==> config.mk <==
export PLATFORM = sky130hd
export DESIGN_NAME = igc_datapath
export DESIGN_NICKNAME = d
export VERILOG_FILES = /design/src/igc_pkg.sv /design/src/igc_datapath.sv
export SDC_FILE = /design/constraint.sdc
export NUM_CORES = 2
export LEC_CHECK = 0
export BUFFER_PORTS_ARGS = -buffer_cell sky130_fd_sc_hd__buf_4
export CORE_MARGIN = 2
export CORE_UTILIZATION = 48
export CTS_BUF_LIST = sky130_fd_sc_hd__clkbuf_4
export DETAILED_ROUTE_END_ITERATION = 16
export PLACE_DENSITY_LB_ADDON = 0.2
export SLEW_MARGIN = 5
export SYNTH_ARGS = -nofsm -noshare
export SYNTH_HDL_FRONTEND = slang
export SYNTH_SLANG_ARGS = --single-unit
export TNS_END_PERCENT = 10
==> constraint.sdc <==
create_clock -name aclk -period 15.1 [get_ports aclk]
set_input_delay 1.51 -clock aclk [delete_from_list [all_inputs] [get_ports aclk]]
set_output_delay 1.51 -clock aclk [all_outputs]
set_load 0.01 [all_outputs]
==> src/igc_pkg.sv <==
package igc_pkg;

    localparam int COUNT_WIDTH_DEF = 32;
    localparam int MAX_INPUTS_DEF  = 255;

    localparam logic [63:0] SEED_TAG = 64'h434d454e41544956;
    localparam logic [63:0] GOLDEN   = 64'h9e3779b97f4a7c15;

    // configuration register indexes
    localparam logic [2:0] CFG_ROW_COUNT    = 3'd0;
    localparam logic [2:0] CFG_COLUMNS      = 3'd1;
    localparam logic [2:0] CFG_INPUT_LENGTH = 3'd2;
    localparam logic [2:0] CFG_USE_IDS      = 3'd3;
    localparam logic [2:0] CFG_EMIT_GROUPS  = 3'd4;

    // record kinds
    localparam logic [1:0] KIND_GROUP   = 2'd0;
    localparam logic [1:0] KIND_SUMMARY = 2'd1;
    localparam logic [1:0] KIND_ERROR   = 2'd2;

    // error codes
    localparam logic [1:0] ERR_NONE     = 2'd0;
    localparam logic [1:0] ERR_INTERVAL = 2'd1;
    localparam logic [1:0] ERR_PRODUCT  = 2'd2;
    localparam logic [1:0] ERR_OVERFLOW = 2'd3;

    // hash operand select
    localparam logic [2:0] MIX_ROWS    = 3'd0;
    localparam logic [2:0] MIX_INPUTS  = 3'd1;
    localparam logic [2:0] MIX_IDS     = 3'd2;
    localparam logic [2:0] MIX_LENGTH  = 3'd3;
    localparam logic [2:0] MIX_START   = 3'd4;
    localparam logic [2:0] MIX_END     = 3'd5;
    localparam logic [2:0] MIX_PRODUCT = 3'd6;

    // output record select
    localparam logic [1:0] OUT_GROUP   = 2'd0;
    localparam logic [1:0] OUT_SUMMARY = 2'd1;
    localparam logic [1:0] OUT_ERROR   = 2'd2;

    typedef struct packed {
        logic       capture;
        logic       seed_init;
        logic       seed_dec;
        logic       mix_en;
        logic [2:0] mix_sel;
        logic       check;
        logic       acc_obs;
        logic       close_grp;
        logic       close_last;
        logic       advance;
        logic       load_out;
        logic [1:0] out_sel;
        logic       out_last;
    } igc_cmd_t;

    typedef struct packed {
        logic       seed_done;
        logic [1:0] err;
        logic       newgrp;
        logic       last;
        logic       ids;
        logic       emit_groups;
    } igc_stat_t;

    typedef struct packed {
        logic [1:0]  record_kind;
        logic [31:0] group_begin;
        logic [31:0] group_end;
        logic [31:0] group_len;
        logic [31:0] total_observations;
        logic [30:0] widest_window;
        logic [31:0] group_total;
        logic [31:0] most_per_group;
        logic [63:0] batch_hash;
        logic [1:0]  error_code;
        logic        last_result;
    } igc_result_t;

    function automatic logic [63:0] hash_mix(input logic [63:0] h, input logic [63:0] v);
        hash_mix = h ^ (v + GOLDEN + (h << 6) + (h >> 2));
    endfunction

endpackage

==> src/igc_datapath.sv <==
module igc_datapath #(
    parameter int COUNT_WIDTH = 32,
    parameter int MAX_INPUTS  = 255
) (
    input  logic                aclk,
    input  logic                aresetn,
    input  logic                cfg_we,
    input  logic [2:0]          cfg_index,
    input  logic [31:0]         cfg_data,
    input  logic signed [31:0]  s_interval_start,
    input  logic signed [31:0]  s_interval_end,
    input  logic signed [31:0]  s_product_id,
    input  logic                s_last_row,
    input  igc_pkg::igc_cmd_t   cmd,
    output igc_pkg::igc_stat_t  stat,
    output igc_pkg::igc_result_t result
);
    import igc_pkg::*;

    localparam int SEED_W = $clog2(MAX_INPUTS + 1);
    localparam int SUM_W  = ((COUNT_WIDTH > 31) ? COUNT_WIDTH : 31) + 1;
    localparam int CW1    = COUNT_WIDTH + 1;
    localparam logic [SUM_W-1:0] LIM_W = SUM_W'({COUNT_WIDTH{1'b1}});

    logic [31:0] row_count_reg;
    logic [7:0]  columns_reg;
    logic [30:0] input_length_reg;
    logic        ids_reg;
    logic        emit_reg;

    logic signed [31:0] start_reg;
    logic signed [31:0] end_reg;
    logic signed [31:0] prod_reg;
    logic               last_reg;

    logic [63:0]            sig_reg;
    logic [SEED_W-1:0]      seed_cnt_reg;
    logic [COUNT_WIDTH-1:0] row_index_reg;
    logic [30:0]            prev_reg;
    logic [COUNT_WIDTH-1:0] gfirst_reg;
    logic [COUNT_WIDTH-1:0] gsum_reg;
    logic [COUNT_WIDTH-1:0] obs_reg;
    logic [30:0]            wmax_reg;
    logic [COUNT_WIDTH-1:0] gcount_reg;
    logic [COUNT_WIDTH-1:0] grows_reg;

    logic [1:0]  err_reg;
    logic [30:0] n_reg;
    logic        newgrp_reg;

    igc_result_t result_reg;
    igc_result_t result_next;

    // mixing
    logic [63:0] mix_v;
    logic [63:0] mix_h;
    logic [63:0] mix_out;

    always_comb begin
        case (cmd.mix_sel)
            MIX_ROWS:    mix_v = 64'(row_count_reg);
            MIX_INPUTS:  mix_v = 64'(columns_reg);
            MIX_IDS:     mix_v = 64'(ids_reg);
            MIX_LENGTH:  mix_v = 64'(input_length_reg);
            MIX_START:   mix_v = 64'(unsigned'(start_reg));
            MIX_END:     mix_v = 64'(unsigned'(end_reg));
            MIX_PRODUCT: mix_v = 64'(unsigned'(prod_reg));
            default:     mix_v = '0;
        endcase
        mix_h   = cmd.seed_init ? SEED_TAG : sig_reg;
        mix_out = hash_mix(mix_h, mix_v);
    end

    // row checks
    logic             row_nz;
    logic             bad_iv;
    logic             bad_id;
    logic [31:0]      diff_c;
    logic [30:0]      n_c;
    logic             newgrp_c;
    logic [SUM_W-1:0] obs_c;
    logic [SUM_W-1:0] gs_c;
    logic [CW1-1:0]   gc_c;
    logic             ovf_c;
    logic [1:0]       err_c;
    logic [COUNT_WIDTH-1:0] rows_in;
    logic [SEED_W-1:0] seed_load;

    always_comb begin
        row_nz   = row_index_reg != '0;
        bad_iv   = start_reg[31] || (end_reg < start_reg) ||
                   (end_reg > $signed({1'b0, input_length_reg}));
        bad_id   = ids_reg && (prod_reg[31] || (row_nz && (prod_reg[30:0] < prev_reg)));
        diff_c   = end_reg - start_reg;
        n_c      = diff_c[30:0];
        newgrp_c = row_nz && (!ids_reg || (prod_reg != $signed({1'b0, prev_reg})));
        obs_c    = SUM_W'(obs_reg) + SUM_W'(n_c);
        gs_c     = newgrp_c ? SUM_W'(n_c) : (SUM_W'(gsum_reg) + SUM_W'(n_c));
        gc_c     = CW1'(gcount_reg) + CW1'(newgrp_c) + CW1'(last_reg);
        ovf_c    = (obs_c > LIM_W) || (gs_c > LIM_W) || (&row_index_reg) || gc_c[COUNT_WIDTH];
        if (bad_iv) begin
            err_c = ERR_INTERVAL;
        end else if (bad_id) begin
            err_c = ERR_PRODUCT;
        end else if (ovf_c) begin
            err_c = ERR_OVERFLOW;
        end else begin
            err_c = ERR_NONE;
        end
        rows_in = row_index_reg - gfirst_reg;
        if (32'(columns_reg) > 32'(MAX_INPUTS)) begin
            seed_load = SEED_W'(MAX_INPUTS);
        end else begin
            seed_load = SEED_W'(columns_reg);
        end
    end

    always_ff @(posedge aclk) begin
        if (!aresetn) begin
            row_count_reg    <= '0;
            columns_reg      <= '0;
            input_length_reg <= '0;
            ids_reg          <= 1'b0;
            emit_reg         <= 1'b1;
        end else if (cfg_we) begin
            case (cfg_index)
                CFG_ROW_COUNT:    row_count_reg    <= cfg_data;
                CFG_COLUMNS:      columns_reg      <= cfg_data[7:0];
                CFG_INPUT_LENGTH: input_length_reg <= cfg_data[30:0];
                CFG_USE_IDS:      ids_reg          <= cfg_data[0];
                CFG_EMIT_GROUPS:  emit_reg         <= cfg_data[0];
                default: ;
            endcase
        end
    end

    always_ff @(posedge aclk) begin
        if (cmd.capture) begin
            start_reg <= s_interval_start;
            end_reg   <= s_interval_end;
            prod_reg  <= s_product_id;
            last_reg  <= s_last_row;
        end
        if (cmd.check) begin
            err_reg    <= err_c;
            n_reg      <= n_c;
            newgrp_reg <= newgrp_c;
        end
        if (cmd.seed_init) begin
            seed_cnt_reg <= seed_load;
        end else if (cmd.seed_dec) begin
            seed_cnt_reg <= seed_cnt_reg - 1'b1;
        end
    end

    always_ff @(posedge aclk) begin
        if (!aresetn) begin
            sig_reg       <= '0;
            row_index_reg <= '0;
            prev_reg      <= '0;
            gfirst_reg    <= '0;
            gsum_reg      <= '0;
            obs_reg       <= '0;
            wmax_reg      <= '0;
            gcount_reg    <= '0;
            grows_reg     <= '0;
        end else begin
            if (cmd.mix_en) begin
                sig_reg <= mix_out;
            end
            if (cmd.seed_init) begin
                row_index_reg <= '0;
                prev_reg      <= '0;
                gfirst_reg    <= '0;
                gsum_reg      <= '0;
                obs_reg       <= '0;
                wmax_reg      <= '0;
                gcount_reg    <= '0;
                grows_reg     <= '0;
            end
            if (cmd.acc_obs) begin
                obs_reg <= obs_reg + COUNT_WIDTH'(n_reg);
                if (n_reg > wmax_reg) begin
                    wmax_reg <= n_reg;
                end
            end
            if (cmd.close_grp || cmd.close_last) begin
                gcount_reg <= gcount_reg + 1'b1;
                if (rows_in > grows_reg) begin
                    grows_reg <= rows_in;
                end
            end
            if (cmd.close_grp) begin
                gfirst_reg <= row_index_reg;
                gsum_reg   <= '0;
            end
            if (cmd.advance) begin
                gsum_reg      <= gsum_reg + COUNT_WIDTH'(n_reg);
                row_index_reg <= row_index_reg + 1'b1;
                if (ids_reg) begin
                    prev_reg <= prod_reg[30:0];
                end
            end
        end
    end

    always_comb begin
        result_next = '0;
        result_next.last_result = cmd.out_last;
        case (cmd.out_sel)
            OUT_GROUP: begin
                result_next.record_kind = KIND_GROUP;
                result_next.group_begin = 32'(gfirst_reg);
                result_next.group_end   = 32'(row_index_reg);
                result_next.group_len   = 32'(gsum_reg);
            end
            OUT_SUMMARY: begin
                result_next.record_kind        = KIND_SUMMARY;
                result_next.total_observations = 32'(obs_reg);
                result_next.widest_window      = wmax_reg;
                result_next.group_total        = 32'(gcount_reg);
                result_next.most_per_group     = 32'(grows_reg);
                result_next.batch_hash         = sig_reg;
            end
            default: begin
                result_next.record_kind = KIND_ERROR;
                result_next.error_code  = err_reg;
            end
        endcase
    end

    always_ff @(posedge aclk) begin
        if (cmd.load_out) begin
            result_reg <= result_next;
        end
    end

    assign result = result_reg;

    always_comb begin
        stat.seed_done   = seed_cnt_reg == '0;
        stat.err         = err_reg;
        stat.newgrp      = newgrp_reg;
        stat.last        = last_reg;
        stat.ids         = ids_reg;
        stat.emit_groups = emit_reg;
    end

endmodule

# Yosys cells after proc, flatten, opt, wreduce, memory -nomap -nowiden
# Cells that the tools add are included.
[word_totals]
input_bits = 151
reg_bits = 822
wordCells = 121
output_inout_bits = 299
[classes]
n_addsub = 14
reduce_logical = 30
eq_ne = 12
magnitude_cmp = 7
bitwise = 1
n_mux = 24
[op_table]
columns = ["op", "n"]
rows = [
  ["32-bit 2-to-1 mux", 10],
  ["32-bit one-hot mux with 7 select lines", 1],
  ["31-bit 2-to-1 mux", 6],
  ["32-bit by 31-bit adder with 33-bit output", 2],
  ["33-bit by 32-bit > comparator with 1-bit output, second input constant", 2],
  ["32-bit by 1-bit adder with 32-bit output, second input constant", 2],
  ["32-bit by 31-bit adder with 32-bit output", 2],
  ["64-bit by 62-bit adder with 64-bit output", 1],
  ["64-bit adder", 1],
  ["64-bit adder, second input constant", 1],
  ["32-bit > comparator", 2],
  ["64-bit 2-to-1 mux", 1],
  ["64-bit bitwise XOR", 1],
  ["32-bit by 1-bit adder with 33-bit output", 1],
  ["33-bit by 1-bit adder with 33-bit output", 1],
  ["33-bit 2-to-1 mux", 1],
  ["32-bit < comparator", 1],
  ["32-bit != test", 1],
  ["32-bit AND reduction", 1],
  ["32-bit nonzero test", 1],
  ["32-bit subtractor", 1],
  ["31-bit > comparator", 1],
  ["31-bit < comparator", 1],
  ["31-bit subtractor", 1],
  ["18 further kinds", 45],
]

# Depth between registers and ports, before layout
[depth]
word_depth = 10
depth_mapped = 28
ltp_nobuf = 28

# Least setup slack after synthesis
# No wires, ideal clock.
[synth_timing]
path_type = "input port to flip-flop"
start = "in cmd[11] (netlist bit)"
end = "reg sig_reg[46]"
slack_ns = 8.702
arrival_ns = 6.271
t_required_ns = 14.972
setup_ns = 0.128
path_buffers = 2
path_stages = 23
path_cell_list = "clkbuf_1 > inv_1 > clkbuf_1 > nor2_1 > a22o_1 > a22oi_1 > o31a_1 > fa_1 > inv_1 > ha_1 > ha_1 > o211ai_1 > a21oi_1 > o21ai_2 > o31ai_1 > a31oi_1 > o31ai_1 > a21oi_1 > o31ai_1 > xor2_1 > mux2_2 > a22oi_1 > nor2_1"
[synth_via]
elab_chain_len = 6
word_cells_on_any_way = 12
classes_between = "3 x add/sub; 6 x eq/ne; 1 x mux; 1 x bitwise; 1 x reduce/logical"
[synth_lines]
columns = ["item", "line_no", "rtl"]
rows = [
  ["from (decl)", "igc_datapath.sv:14", "input igc_pkg::igc_cmd_t cmd,"],
  ["3-bit equality test, or another cell as far along", "igc_datapath.sv:60", "case (cmd.mix_sel)"],
  ["32-bit one-hot mux with 7 select lines (*)", "igc_datapath.sv:60", ""],
  ["64-bit adder (*) (2 in series)", "igc_pkg.sv:81", "hash_mix = h ^ (v + GOLDEN + (h << 6) + (h >> 2));"],
  ["64-bit by 62-bit adder with 64-bit output (*)", "igc_pkg.sv:81", ""],
  ["64-bit bitwise XOR (*)", "igc_pkg.sv:81", ""],
  ["to (signal assigned)", "igc_datapath.sv:169", "sig_reg <= mix_out;"],
  ["to (decl)", "igc_datapath.sv:36", "logic [63:0] sig_reg;"],
]
# Mark *: on every way between the ends. The rest lies on a longest branch, timed or not.
# A chain may end at the register's enable or synchronous reset.

# Final worst setup path
[layout_timing]
start = "in cmd[14] (netlist bit)"
end = "reg sig_reg[46]"
[layout_via]
elab_chain_len = 4
[layout_lines]
columns = ["item", "line_no", "rtl"]
rows = [
  ["64-bit 2-to-1 mux (*)", "igc_datapath.sv:70", "mix_h = cmd.seed_init ? SEED_TAG : sig_reg;"],
  ["64-bit adder", "igc_pkg.sv:81", ""],
  ["64-bit by 62-bit adder with 64-bit output", "igc_pkg.sv:81", ""],
  ["64-bit bitwise XOR (*)", "igc_pkg.sv:81", ""],
]
# Marked as above.

==> impl_metrics.csv <==
group,metric,value,unit
grt,grt_overflow,0,
placed_design,dp_slack,7.39,ns
critical_path,max_stage_delay,0.77,ns
final_layout,num-fill-cells,9023,
power_and_ir_drop,power.leakage,23.9,nW
synth,synth-seq-cells,822,
synth,synth.avg_cell_area,9.41,um2
final_layout,nets,6231,
routing,firstDrtPassIters,6,
cts,cts_tree,"built",
synth,synthXorXnorAreaFrac,3.27,%
synth,synth_top_family_by_area,"simple AND/OR/NAND/NOR gates",
final_layout,seqCellArea,20800,um2
power_and_ir_drop,pwr-share-clk,25.8,%
placed_design,place_congestion,0.944,
critical_path,worstPathMaxFanout,96,
flow_run,maxCapViolCount,0,
timing,final.setup.tns,0,ns
placed_design,port_buffers,449,
cts,cts_setup_buffers,0,
cts,cts_buffers,216,
routing,via_per_inst,5.62,
critical_path,path_cells,"buf_6 -> buf_4 -> buf_4 -> nor2_1 -> ha_1 -> inv_1 -> ha_1 -> ha_1 -> nand2b_1 -> a21oi_1 -> o21ai_2 -> o31ai_1 -> a31oi_1 -> o31ai_1 -> a21oi_1 -> o31ai_1 -> xor2_1 -> mux2_2 -> a22oi_1 -> nor2_1",
grt,busiest_layer,"met2",
power_and_ir_drop,pwr_density_cell,143,nW/um2
power_and_ir_drop,combinationalPowerShare,38.7,%
synth,yosysWarnings,0,
timing,drv_slew,0,
critical_path,required,16.06,ns
grt,grt_use_met1,37.5,%
routing,drtIter0Drc,3149,
cts,clkTransAtPathRegs,0.07,ns
routing,drcViolationCount,0,
cts,cts_buffer_depth,3,
die,core,98700,um2
timing,fmax,149,MHz
power_and_ir_drop,p_int,4.89,mW
die,io_pins,450,
synth,synth.most_common_cell,"ha_1",
placed_design,hpwl,107000,um
cts,htree_levels,4,
routing,via_count,39600,
synth,ys_seq_area_share,43.3,%
grt,grt_pass1_wl,219000,um
power_and_ir_drop,switchingPower,3.01,mW
timing,final_hold_viol_count,0,
timing,rsz0062_at_grt,"no",
synth,syn-num-nets,5761,
timing,worst_slack,8.37,ns
cts,ctsHoldBuffers,0,
final_layout,drive_above_1_share,15.5,%
power_and_ir_drop,switching_share,38.1,%
synth,netlist.area_leader.share,27.0,%
critical_path,path_class,"primary input to flop",
synth,synth.area.mux_share,2.40,%
routing,wl,144000,um
grt,grt_use_total,27.5,%
grt,grt_max_degree,199,
synth,synth_area_leaders,"edfxtp_1 27%, dfxtp_1 16%, ha_1 13%, a21oi_1 4.3%, and2_1 3.5%",
grt,grt_antenna_before_repair,4,
synth,synthDistinctLibCells,76,
timing,worst_slew_pin_slew,1.44,ns
synth,synth_top_area_cell,"edfxtp_1",
min_path,min-delay-path-class,"flop to flop",
cts,cts_resized,0,
die,initial_core_util,48.6,%
grt,met3_usage,5.11,%
final_layout,largest_register_ffs,292,
timing,slew_headroom,4.15,%
synth,synth_edf_count,431,
routing,ant_nets,0,
synth,synth_fa_ha_area_share,13.9,%
synth,async_flop_share,0,%
timing,setup_viol,0,
die,die_h,320,um
power_and_ir_drop,pwr-share-seq,35.5,%
die,std_cell_rows,115,
routing,routedWlPerCell,20.4,um
critical_path,start_kind,"primary input",
synth,syn_inst,5097,
die,fp.dieW,320,um
cts,clock-sinks,822,
timing,fin_crit_sh,44.6,%
grt,use_met2,43.1,%
timing,fin_crit,6.73,ns
cts,root_buffer,"clkbuf_4",
outcome,outcome,"finished clean",
critical_path,crit_path_end_kind,"flop",
final_layout,syn2layout_area_growth,15.4,%
critical_path,slowest_stage,"buf_4",
die,dieArea,103000,um2
synth,syn_area,48000,um2
power_and_ir_drop,ir_worst_vdd,71.0,uV
timing,skew,0.0777,ns
critical_path,cp_data_arrival_time,7.69,ns
final_layout,multi_input_area,24900,um2
synth,yosys-top-cells-count,"480 x ha_1, 441 x nand2_1, 436 x nor2_1, 431 x edfxtp_1, 412 x a21oi_1",
synth,ys.flop_type,"edfxtp_1",
cts,clock_latency,1.15,ns
grt,grt_pass1_vias,38100,
synth,synth_simple_gate_area_share,17.2,%
synth,synth_compound_area_share,15.0,%
-- path summary, 6_finish.rpt --
path	from	end	slack, ns	cells past startpoint
hold / removal	row_count_reg[23]$_SDFFE_PN0P_	row_count_reg[23]$_SDFFE_PN0P_	0.46	2
setup / recovery	cmd[14]	sig_reg[46]$_SDFFE_PN0P_	8.37	20
hold reg to reg	row_count_reg[23]$_SDFFE_PN0P_	row_count_reg[23]$_SDFFE_PN0P_	0.46	2
setup reg to reg	start_reg[0]$_DFFE_PP_	err_reg[1]$_SDFFCE_PP0P_	8.71	24
-- placed cells by master (no fill, tap or decap), types with 270 or more instances in the layout --
cell type	count
dfxtp_1	391
nand2_1	441
and2_1	270
edfxtp_1	431
clkbuf_4	329
buf_4	477
nor2_1	434
inv_1	391
a21oi_1	412
ha_1	480
-- cell type report --
cell class | count | area share [%]
antenna | 5 | 0.0226
tap | 1287 | 2.91
sequential | 822 | 37.5
timing repair buffer | 480 | 6.55
multi-input combinational | 3654 | 45.0
clock inverter | 82 | 0.836
clock buffer | 329 | 4.46
inverter | 393 | 2.68
-- power by group through the flow --
stage	clock, mW	sequential (mW)	combinational, mW
after detailed placement	0	2.85	3.00
after CTS	2.09	2.80	3.03
after floorplan	0	2.76	2.20
after global placement	0	2.85	2.97
final	2.04	2.80	3.06
after global routing	2.21	2.82	3.41
-- worst max-delay path: cells and delay by family --
family          cells  cell delay [ns]
compound gates      8             2.21
buf+inv             4             1.88
fa+ha+maj           3             0.95
mux                 1             0.36
simple gates        3             0.33
xor+xnor            1             0.24
-- logic make-up after synthesis --
logic type / Yosys count
flip-flops: 822
XOR/XNOR: 179
AO/OA/AOI/OAI: 1148
adder cells (fa/ha/maj): 513
buffers and inverters: 621
AND/OR/NAND/NOR: 1702
multiplexers: 112
-- layer usage --
layer | vias up | share of wire (%)
met2 | 1368 | 45
met3 | 263 | 7.3
met5 | - | 0
li1 | 19200 | -
met1 | 18800 | 44
met4 | 0 | 3.5
-- through the flow --
| step | hold WS (ns) | utilization, % | area, um2 | total power, mW | std cells |
|---|---|---|---|---|---|
| 6_report | 0.457 | 56.1 | 55400 | 7.90 | 7052 |
| 5_1_grt | 0.468 | 56.1 | 55300 | 8.44 | 7050 |
| 4_1_cts | 0.418 | 56.1 | 55300 | 7.92 | 7047 |
| 3_5_place_dp | 0.447 | 53.1 | 52400 | 5.85 | 6636 |
| 3_3_place_gp | 0.443 | 53.1 | 52400 | 5.82 | 6636 |
| 2_1_floorplan | 0.433 | - | 48000 | 4.95 | 5097 |
Power figures use the tool's default switching activity.
